<file path="config.mk">
export PLATFORM = sky130hd
export DESIGN_NAME = bcd_seven_segment_scan_driver
export DESIGN_NICKNAME = d
export VERILOG_FILES = /design/src/bssd_pkg.sv /design/src/bssd_dabble.sv /design/src/bcd_seven_segment_scan_driver.sv
export SDC_FILE = /design/constraint.sdc
export NUM_CORES = 1
export LEC_CHECK = 0
export ABC_AREA = 1
export BUFFER_PORTS_ARGS = -buffer_cell sky130_fd_sc_hd__buf_2
export CAP_MARGIN = 20
export CORE_MARGIN = 2
export CORE_UTILIZATION = 64
export CTS_BUF_LIST = sky130_fd_sc_hd__clkbuf_2
export DETAILED_ROUTE_END_ITERATION = 10
export GPL_ROUTABILITY_DRIVEN = 0
export PLACE_DENSITY_LB_ADDON = 0.08
export SLEW_MARGIN = 20
export SYNTH_ARGS = -nofsm -noshare
export SYNTH_HDL_FRONTEND = slang
export SYNTH_SLANG_ARGS = --single-unit
export TNS_END_PERCENT = 1
</file>
<file path="constraint.sdc">
create_clock -name clock -period 3.79 [get_ports clock]
set_input_delay 0 -clock clock [delete_from_list [all_inputs] [get_ports clock]]
set_output_delay 0 -clock clock [all_outputs]
set_load 0.05 [all_outputs]
</file>
<file path="src/bssd_pkg.sv">
// ----------------------------------------------------------------------------
// bssd_pkg
// Shared widths, codes and helpers for the seven-segment scan driver.
// ----------------------------------------------------------------------------
package bssd_pkg;

   localparam int NUM_DIGITS  = 4;
   localparam int SCAN_W      = (NUM_DIGITS > 1) ? $clog2(NUM_DIGITS) : 1;
   localparam int VALUE_W     = 16;
   localparam int CODE_W      = 4;
   localparam int BCD_DIGITS  = 4;                    // enough for 9999
   localparam int BCD_W       = BCD_DIGITS * CODE_W;
   localparam int CNT_W       = $clog2(VALUE_W);
   localparam int BYTE_W      = 8;
   localparam int MODE_W      = 2;
   localparam int REQ_DATA_W  = 32;
   localparam int RSP_DATA_W  = 16;

   localparam logic [VALUE_W-1:0] MAX_SHOWN  = VALUE_W'(9999);
   localparam logic [CODE_W-1:0]  BLANK_CODE = 4'hF;
   localparam logic [CODE_W-1:0]  ZERO_CODE  = 4'h0;

   // item kinds carried on tuser
   localparam logic [MODE_W-1:0] MODE_TICK   = 2'd0;
   localparam logic [MODE_W-1:0] MODE_VALUE  = 2'd1;
   localparam logic [MODE_W-1:0] MODE_DIGITS = 2'd2;

   // display byte: one-hot select in the high nibble, none beyond position 3
   function automatic logic [BYTE_W-1:0] make_byte(input int unsigned pos,
                                                   input logic [CODE_W-1:0] code);
      logic [BYTE_W-1:0] sel;
      sel = '0;
      if (pos < 4) begin
         sel = BYTE_W'(8'h10 << pos);
      end
      return sel | {4'h0, code};
   endfunction

endpackage

</file>
<file path="src/bssd_dabble.sv">
// ----------------------------------------------------------------------------
// bssd_dabble
// Bit-serial binary to BCD converter (shift and add-3), one bit per cycle.
// ----------------------------------------------------------------------------
module bssd_dabble (
   input  logic                           clock,
   input  logic                           reset,
   input  logic                           start,
   input  logic [bssd_pkg::VALUE_W-1:0]   value,
   output logic                           done,
   output logic [bssd_pkg::BCD_W-1:0]     bcd
);
   import bssd_pkg::*;

   logic [VALUE_W-1:0] bin_ff, bin_in;
   logic [BCD_W-1:0]   bcd_ff, bcd_in;
   logic [CNT_W-1:0]   count_ff, count_in;
   logic               busy_ff, busy_in;
   logic               done_ff, done_in;
   logic [BCD_W-1:0]   adj;

   // add 3 to each digit of 5 or more, then shift in the next binary bit
   always_comb begin
      for (int d = 0; d < BCD_DIGITS; d++) begin
         adj[d*CODE_W +: CODE_W] = (bcd_ff[d*CODE_W +: CODE_W] >= 4'd5)
                                 ? bcd_ff[d*CODE_W +: CODE_W] + 4'd3
                                 : bcd_ff[d*CODE_W +: CODE_W];
      end
   end

   always_comb begin
      bin_in   = bin_ff;
      bcd_in   = bcd_ff;
      count_in = count_ff;
      busy_in  = busy_ff;
      done_in  = 1'b0;
      if (start) begin
         bin_in   = value;
         bcd_in   = '0;
         count_in = '0;
         busy_in  = 1'b1;
      end else if (busy_ff) begin
         bcd_in   = {adj[BCD_W-2:0], bin_ff[VALUE_W-1]};
         bin_in   = {bin_ff[VALUE_W-2:0], 1'b0};
         count_in = count_ff + 1'b1;
         if (count_ff == CNT_W'(VALUE_W-1)) begin
            busy_in = 1'b0;
            done_in = 1'b1;
         end
      end
   end

   always_ff @(posedge clock) begin
      if (reset) begin
         busy_ff  <= 1'b0;
         done_ff  <= 1'b0;
         count_ff <= '0;
      end else begin
         busy_ff  <= busy_in;
         done_ff  <= done_in;
         count_ff <= count_in;
      end
      bin_ff <= bin_in;
      bcd_ff <= bcd_in;
   end

   assign done = done_ff;
   assign bcd  = bcd_ff;

endmodule

</file>
<file path="src/bcd_seven_segment_scan_driver.sv">
// ----------------------------------------------------------------------------
// bcd_seven_segment_scan_driver
// Four-digit multiplexed display driver with serial binary to BCD loading.
// ----------------------------------------------------------------------------
// Usage:
//   req channel: tuser holds the item kind (tick, load value, load digits);
//   tdata holds the number and the four raw digit codes.
//   rsp channel: one transfer per tick, carrying the display byte of the
//   scanned position (select nibble high, BCD code low) and that position.
// Item handling:
//   Tick: result registered in the cycle after the transfer; one tick per
//   cycle while the receiver keeps up and no value load is converting.
//   Digit load: written straight into the store, with no wait before the next item.
//   Value load: the next item waits until the conversion ends: the converter
//   starts, makes its 16 bit-serial shift-and-add-3 passes, then the store
//   is written. Out-of-range values (0 or above 9999) show a
//   single 0 in the rightmost position.
// Reset: display bytes clear to zero (nothing selected), scan position 0,
//   result register empty.
// Stall: a pending result holds while rsp_tready is low; further ticks wait,
//   loads are still taken.
// ----------------------------------------------------------------------------
module bcd_seven_segment_scan_driver (
   input  logic                                clock,
   input  logic                                reset,
   input  logic                                req_tvalid,
   output logic                                req_tready,
   // [15:0] binary_value, [19:16] digit_thousands, [23:20] digit_hundreds,
   // [27:24] digit_tens, [31:28] digit_units
   input  logic [bssd_pkg::REQ_DATA_W-1:0]     req_tdata,
   // [1:0] mode
   input  logic [bssd_pkg::MODE_W-1:0]         req_tuser,
   output logic                                rsp_tvalid,
   input  logic                                rsp_tready,
   // [7:0] port_byte, [9:8] scan_position, [15:10] zero
   output logic [bssd_pkg::RSP_DATA_W-1:0]     rsp_tdata
);
   import bssd_pkg::*;

   typedef enum logic [0:0] {
      ST_IDLE,
      ST_CONVERT
   } state_type;

   state_type          state_ff, state_in;
   logic [BYTE_W-1:0]  store_ff [NUM_DIGITS];
   logic [BYTE_W-1:0]  store_in [NUM_DIGITS];
   logic [SCAN_W-1:0]  scan_ff, scan_in;
   logic               rsp_valid_ff, rsp_valid_in;
   logic [BYTE_W-1:0]  rsp_byte_ff, rsp_byte_in;
   logic [SCAN_W-1:0]  rsp_pos_ff, rsp_pos_in;
   logic               range_bad_ff, range_bad_in;

   logic [VALUE_W-1:0] value;
   logic [CODE_W-1:0]  raw_code [4];
   logic               accept;
   logic               conv_start;
   logic               conv_done;
   logic [BCD_W-1:0]   conv_bcd;
   logic [BCD_DIGITS-1:0] lead_zero;
   logic               out_free;

   assign value       = req_tdata[VALUE_W-1:0];
   assign raw_code[3] = req_tdata[19:16];
   assign raw_code[2] = req_tdata[23:20];
   assign raw_code[1] = req_tdata[27:24];
   assign raw_code[0] = req_tdata[31:28];

   // result slot is free if empty or draining this cycle
   assign out_free   = !rsp_valid_ff || rsp_tready;
   assign req_tready = (state_ff == ST_IDLE) && ((req_tuser != MODE_TICK) || out_free);
   assign accept     = req_tvalid && req_tready;
   assign conv_start = accept && (req_tuser == MODE_VALUE);

   bssd_dabble u_dabble (
      .clock (clock),
      .reset (reset),
      .start (conv_start),
      .value (value),
      .done  (conv_done),
      .bcd   (conv_bcd)
   );

   // positions at and above the leading digit that are all zero get blanked
   always_comb begin
      logic run;
      run = 1'b1;
      for (int d = BCD_DIGITS - 1; d >= 0; d--) begin
         run          = run && (conv_bcd[d*CODE_W +: CODE_W] == ZERO_CODE);
         lead_zero[d] = run;
      end
   end

   always_comb begin
      state_in     = state_ff;
      scan_in      = scan_ff;
      range_bad_in = range_bad_ff;
      rsp_byte_in  = rsp_byte_ff;
      rsp_pos_in   = rsp_pos_ff;
      rsp_valid_in = rsp_valid_ff && !rsp_tready;
      for (int p = 0; p < NUM_DIGITS; p++) begin
         store_in[p] = store_ff[p];
      end

      unique case (state_ff)
         ST_IDLE: begin
            if (accept) begin
               priority if (req_tuser == MODE_TICK) begin
                  rsp_valid_in = 1'b1;
                  rsp_byte_in  = store_ff[scan_ff];
                  rsp_pos_in   = scan_ff;
                  scan_in      = (scan_ff == SCAN_W'(NUM_DIGITS - 1))
                               ? '0 : scan_ff + 1'b1;
               end else if (req_tuser == MODE_VALUE) begin
                  range_bad_in = (value == '0) || (value > MAX_SHOWN);
                  state_in     = ST_CONVERT;
               end else if (req_tuser == MODE_DIGITS) begin
                  for (int p = 0; p < NUM_DIGITS; p++) begin
                     if (p < 4) begin
                        store_in[p] = make_byte(p, raw_code[p]);
                     end
                  end
               end else begin
                  // unused kind: dropped
               end
            end
         end
         ST_CONVERT: begin
            if (conv_done) begin
               for (int p = 0; p < NUM_DIGITS; p++) begin
                  if (range_bad_ff) begin
                     store_in[p] = make_byte(p, (p == 0) ? ZERO_CODE : BLANK_CODE);
                  end else if (p < BCD_DIGITS) begin
                     store_in[p] = make_byte(p, lead_zero[p] ? BLANK_CODE
                                                 : conv_bcd[p*CODE_W +: CODE_W]);
                  end else begin
                     store_in[p] = make_byte(p, BLANK_CODE);
                  end
               end
               state_in = ST_IDLE;
            end
         end
         default: state_in = ST_IDLE;
      endcase
   end

   always_ff @(posedge clock) begin
      if (reset) begin
         state_ff     <= ST_IDLE;
         scan_ff      <= '0;
         rsp_valid_ff <= 1'b0;
         range_bad_ff <= 1'b0;
         for (int p = 0; p < NUM_DIGITS; p++) begin
            store_ff[p] <= '0;
         end
      end else begin
         state_ff     <= state_in;
         scan_ff      <= scan_in;
         rsp_valid_ff <= rsp_valid_in;
         range_bad_ff <= range_bad_in;
         for (int p = 0; p < NUM_DIGITS; p++) begin
            store_ff[p] <= store_in[p];
         end
      end
      rsp_byte_ff <= rsp_byte_in;
      rsp_pos_ff  <= rsp_pos_in;
   end

   assign rsp_tvalid = rsp_valid_ff;
   assign rsp_tdata  = {(RSP_DATA_W - BYTE_W - SCAN_W)'(0), rsp_pos_ff, rsp_byte_ff};

endmodule

</file>
==> run_results.csv, run 1 <==
group,metric,value,unit
run_status,outcome,"complete, no violations",
floorplanning,die_y,80.4,um
sta,clock_skew,0.0353,ns
route,antenna_left,0,
logic_synthesis,yosys-top-cells-count,"110 x nand2_1, 51 x o21ai_0, 50 x inv_1, 43 x edfxtp_1, 42 x nor2_1",
power_and_ir_drop,vdd_drop_max,0.275,mV
route,drt-initial-drc-count,232,
cts,clockBufferDepth,2,
logic_synthesis,yosys_warnings,0,
logic_synthesis,netlist_area,3730,um^2
floorplanning,ios,56,
grt,grt_max_degree,32,
sta,timing.final.crit_share,59.2,%
worst_setup_path,critPathMaxFanout,21,
sta,drv_slew,0,
route,avgViaCountPerCell,5.39,
floorplanning,num_rows,27,
grt,grt_use_total,30.7,%
min_path,min_path_cells,4,
sta,rsz0062_at_grt,"false",
grt,overflow,0,
cts,cts_resized,0,
logic_synthesis,synth_area_leaders,"edfxtp_1 35%, dfxtp_1 15%, nand2_1 11%",
worst_setup_path,required,3.94,ns
sta,post-route-min-period,2.25,ns
floorplanning,dieArea,6460,um^2
cts,cts_setup_buffers,0,
finish,post-route-cell-area,4500,um^2
sta,worstMarginPinSlew,0.809,ns
cts,root_buffer,"clkbuf_2",
floorplanning,die_w,80.4,um
route,wl_per_cell,15.0,um
route,drc,0,
cts,cts_buffers,9,
logic_synthesis,synth_top_area_share,34.6,%
logic_synthesis,synth_top_area_cell,"edfxtp_1",
sta,setup_tns,0,ns
cts,path_clk_slew,0.19,ns
job,maxCapViolations,0,
worst_setup_path,worstRegToRegCells,3,
cts,cts_tree,"yes",
logic_synthesis,synth-main-ff-cell,"edfxtp_1",
placed_design,portBuffers,49,
sta,timing.slew.headroom,45.9,%
grt,grt_pass1_wl,14800,um
logic_synthesis,ys_types,39,
power_and_ir_drop,p_per_area,420,nW/um^2
cts,cts_sinks,71,
logic_synthesis,synth_edf_count,43,
worst_setup_path,crit_arrival,2.40,ns
sta,fmax,445,MHz
grt,grt_pass1_vias,3191,
route,drtPass1Iterations,5,
sta,hold_violations,0,
worst_setup_path,critical_path_class,"flip-flop to flip-flop",
logic_synthesis,syn_area_per_cell,8.59,um^2
worst_setup_path,endpoint_kind,"flip-flop",
logic_synthesis,synthArstFlopShare,0,%
power_and_ir_drop,p_leak,2.05,nW
finish,final_nets,580,
logic_synthesis,ys_seq_area_share,49.6,%
grt,grt_antenna_before_repair,1,
worst_setup_path,start_kind,"flip-flop",
min_path,holdCritPathClass,"primary input to flip-flop",
finish,postLayoutCoreUtil,80.8,%
placed_design,dpl.hpwl,5400,um
logic_synthesis,ys_ff_latch,71,
route,routed_wl,9040,um
finish,drive_gt1_share,15.5,%
logic_synthesis,yosysMostFrequentCell,"nand2_1",
cts,clock_latency,0.50,ns
floorplanning,core_area,5570,um^2
cts,cts.htree.levels,3,
placed_design,placed_area,3990,um^2
sta,setup_viol,0,
route,vias,3240,
cts,postCtsHoldBufs,38,
logic_synthesis,synth_cells,435,
finish,syn_to_final_growth,20.6,%
floorplanning,start_util,67.0,%
[power by group]
group | total (mW) | internal (mW) | leakage (nW) | switching [mW]
combinational | 0.445 | 0.162 | 1.32 | 0.283
clock | 0.489 | 0.219 | 0.0796 | 0.270
sequential | 0.959 | 0.901 | 0.649 | 0.0571
total | 1.89 | 1.28 | 2.05 | 0.610
[stage by stage]
| stage | worst slack [ns] | hold slack (ns) | power [mW] | cells |
|---|---|---|---|---|
| floorplan | 1.64 | 0.0691 | 1.27 | 440 |
| global placement | 1.64 | 0.262 | 1.36 | 546 |
| detailed placement | 1.58 | 0.266 | 1.38 | 546 |
| CTS | 1.58 | 0.0348 | 1.88 | 600 |
| global route | 1.33 | 0.0282 | 2.00 | 601 |
| finish | 1.54 | 0.0493 | 1.89 | 601 |
[worst max-delay path, stage by stage, from the launching register on]
cell     delay, ns
dfxtp_1       0.48
inv_4         0.24
nand4_2       0.41
nand2_1       0.78
[layout make-up]
type / count / area (um^2)
clock inverters: 6 / 85.1
diodes: 1 / 2.50
flip-flops and latches: 71 / 1850
multi-input cells: 298 / 1580
repair buffers: 89 / 641
fillers: 352 / 1070
inverters: 54 / 205
clock buffers: 10 / 50.0
well taps: 72 / 90.1
[cell families after synthesis]
family / count (synthesis) / synth area share [%]
flops: 71 / 49.6
buf+inv: 71 / 8.68
compound gates: 84 / 12.1
fa+ha+maj: 19 / 6.37
xor+xnor: 6 / 1.41
other cells: 1 / 0.100
simple gates: 183 / 21.8
[path summary, 6_finish.rpt]
kind	startpoint	slack [ns]	end
max reg2reg	state_ff	1.54	u_dabble.bin_ff[4]
max	state_ff	1.54	u_dabble.bin_ff[4]
min reg2reg	u_dabble.bcd[13]	0.50	u_dabble.bcd[14]
min	req_tuser[0]	0.05	state_ff
[registers in the layout, summed over array words and instances, names as in the netlist]
register,cells
store_ff,18
u_dabble.count_ff,4
u_dabble.bin_ff,16
rsp_byte_ff,8
range_bad_ff,1
u_dabble.bcd,16
rsp_tvalid,1
state_ff,1
u_dabble.busy_ff,1
scan_ff,2
u_dabble.done,1
rsp_pos_ff,2
[routing by layer]
metal | global-route usage, % | share of wire, % | up-vias
met2 | 54.9 | 51 | 127
met3 | 4.49 | 4.0 | 38
met4 | 15.6 | 4.1 | 0
li1 | - | - | 1600
met1 | 35.4 | 41 | 1475
met5 | 0 | 0 | -
[placed cells by master, fill, tap and decap left out, types with 2 or more instances in the layout]
cell,n
nand3_2,2
nor3b_1,2
nor2_2,4
nand3_1,10
a21oi_1,18
nand4_1,4
nand4_2,2
inv_1,50
nor2_1,42
o21ai_0,51
a21o_1,2
dlygate4sd3_1,38
o211ai_1,3
ha_1,19
conb_1,6
edfxtp_1,43
dfxtp_1,28
xor2_1,5
buf_2,49
clkbuf_2,10
nand2_1,110
bufinv_16,2
a31oi_1,3
clkinv_1,3
o22ai_1,4
buf_4,2
Power figures use the tool's default switching activity.
==> inputs of run 2 (changes only) <==
--- a/config.mk
+++ b/config.mk
@@ -9,7 +9,7 @@
 export BUFFER_PORTS_ARGS = -buffer_cell sky130_fd_sc_hd__buf_2
 export CAP_MARGIN = 20
 export CORE_MARGIN = 2
-export CORE_UTILIZATION = 64
+export CORE_UTILIZATION = 53
 export CTS_BUF_LIST = sky130_fd_sc_hd__clkbuf_2
 export DETAILED_ROUTE_END_ITERATION = 10
 export GPL_ROUTABILITY_DRIVEN = 0
==> constraint.sdc (replaced) <==
create_clock -name clock -period 1.8 [get_ports clock]
set_input_delay 0 -clock clock [delete_from_list [all_inputs] [get_ports clock]]
set_output_delay 0 -clock clock [all_outputs]
set_load 0.05 [all_outputs]
==> run_results.csv, run 2 (synthesis gave the netlist of run 1 again) <==
group,metric,value,unit
run_status,outcome,"complete, no violations",
cts,cts_tree,"yes",
worst_setup_path,crit_arrival,2.11,ns
placed_design,dpl.hpwl,5280,um
power_and_ir_drop,finalPower,4.08,mW
route,drtPass1Iterations,4,
grt,grt_pass1_vias,2865,
floorplanning,die_w,87.9,um
worst_setup_path,start_kind,"flip-flop",
sta,setup_viol,0,
finish,post-route-cell-area,4610,um^2
grt,grt_antenna_before_repair,0,
worst_setup_path,critPathBufInv,3,
sta,hold_violations,0,
worst_setup_path,critPathMaxFanout,14,
finish,largest_register_ffs,18,
sta,rsz0062_at_grt,"false",
finish,top_register,"store_ff",
sta,setup_tns,0,ns
floorplanning,num_rows,30,
cts,clockBufferDepth,2,
floorplanning,die_y,87.9,um
worst_setup_path,slowest_delay,0.57,ns
cts,path_clk_slew,0.21,ns
cts,cts_sinks,71,
route,antenna_left,0,
worst_setup_path,required,2.24,ns
job,maxCapViolations,0,
power_and_ir_drop,p_per_area,883,nW/um^2
cts,cts_setup_buffers,0,
route,routed_wl,7740,um
grt,grt_use_total,21.2,%
cts,cts.htree.levels,3,
finish,final_cell_mix,"109 x nand2_1, 51 x o21ai_0, 50 x inv_1",
grt,grt_pass1_wl,12700,um
finish,diodes,0,
sta,timing.final.crit_share,92.8,%
route,wl_per_cell,12.3,um
finish,drive_gt1_share,16.7,%
sta,post-route-min-period,1.67,ns
floorplanning,core_area,6790,um^2
grt,grt_max_degree,31,
route,vias,3107,
worst_setup_path,critical_path_class,"flip-flop to flip-flop",
sta,fmax,599,MHz
power_and_ir_drop,p_leak,2.10,nW
sta,drv_slew,0,
placed_design,portBuffers,49,
cts,root_buffer,"clkbuf_2",
route,drt-initial-drc-count,119,
floorplanning,dieArea,7730,um^2
worst_setup_path,critical-path-slowest-cell,"dlygate4sd3_1",
worst_setup_path,cp_top_family,"buffers and inverters",
cts,cts_buffers,9,
cts,clock_latency,0.50,ns
cts,cts_resized,0,
min_path,holdCritPathClass,"primary input to flip-flop",
power_and_ir_drop,vdd_drop_max,0.587,mV
finish,final_common_cell,"nand2_1",
route,avgViaCountPerCell,4.93,
finish,syn_to_final_growth,23.5,%
worst_setup_path,path_cells,"inv_4, nand3b_1, nor2_1, nand4_1, dlygate4sd3_1, nand2_1, inv_1",
placed_design,placed_area,4080,um^2
floorplanning,start_util,55.0,%
cts,postCtsHoldBufs,38,
sta,clock_skew,0.0351,ns
finish,final_nets,586,
floorplanning,ios,56,
route,drc,0,
worst_setup_path,endpoint_kind,"flip-flop",
finish,nFillCells,540,
grt,overflow,0,
run 2: changes by cell type in the layout (fill, tap and decap cells not counted), sizes merged:
| cell | delta |
|---|---|
| buf | +6 |
| diode | -1 |
| clkinvlp | -1 |
| clkinv | +1 |
| bufinv | +1 |
| clkbuf | -1 |
run 2: through the flow:
step | cells | util, % | setup WS [ns] | hold WS (ns)
after floorplan | 440 | - | 0.0418 | 0.0617
after global placement | 576 | 60.0 | 0.259 | 0.254
after detailed placement | 576 | 60.0 | 0.220 | 0.244
after CTS | 630 | 67.9 | 0.142 | 0.0691
after global routing | 630 | 67.9 | 0.0325 | 0.0900
final | 630 | 67.9 | 0.130 | 0.0896
run 2: report_power, final:
group          leakage (nW)  total, mW  internal, mW  switching [mW]
logic                  1.36      0.932         0.353           0.580
clock network        0.0909       1.14         0.591           0.547
registers             0.649       2.01          1.90           0.109
total                  2.10       4.08          2.84            1.24
run 2: worst register-to-register path, stage by stage (launching register included):
cell,delay [ns]
dfxtp_1,0.38
inv_4,0.18
nand3b_1,0.11
nor2_1,0.16
nand4_1,0.12
dlygate4sd3_1,0.57
nand2_1,0.06
inv_1,0.04
run 2: worst paths after layout:
| kind | from | cells past startpoint | slack [ns] | end |
|---|---|---|---|---|
| setup / recovery | state_ff | 7 | 0.13 | range_bad_ff |
| hold reg to reg | u_dabble.count_ff[1] | 2 | 0.50 | u_dabble.count_ff[1] |
| hold / removal | req_tuser[1] | 5 | 0.09 | scan_ff[1] |
| setup reg to reg | state_ff | 7 | 0.13 | range_bad_ff |
run 2: area by class of cell:
| type | instances | area [um^2] | share of cell area (%) |
|---|---|---|---|
| multi-input combinational | 298 | 1580 | 34.3 |
| timing repair buffer | 95 | 698 | 15.1 |
| inverter | 54 | 205 | 4.45 |
| clock inverter | 7 | 111 | 2.41 |
| clock buffer | 9 | 45.0 | 0.976 |
| sequential | 71 | 1850 | 40.2 |
| tap | 96 | 120 | 2.60 |
run 2: routing by layer:
metal	routed length [um]	global-route usage [%]	share of wire, %	vias to the layer above
met3	291	3.02	3.8	18
met5	0	0	0	-
met2	3710	34.8	48	78
met4	208	10.8	2.7	0
li1	-	-	-	1600
met1	3540	27.3	46	1411
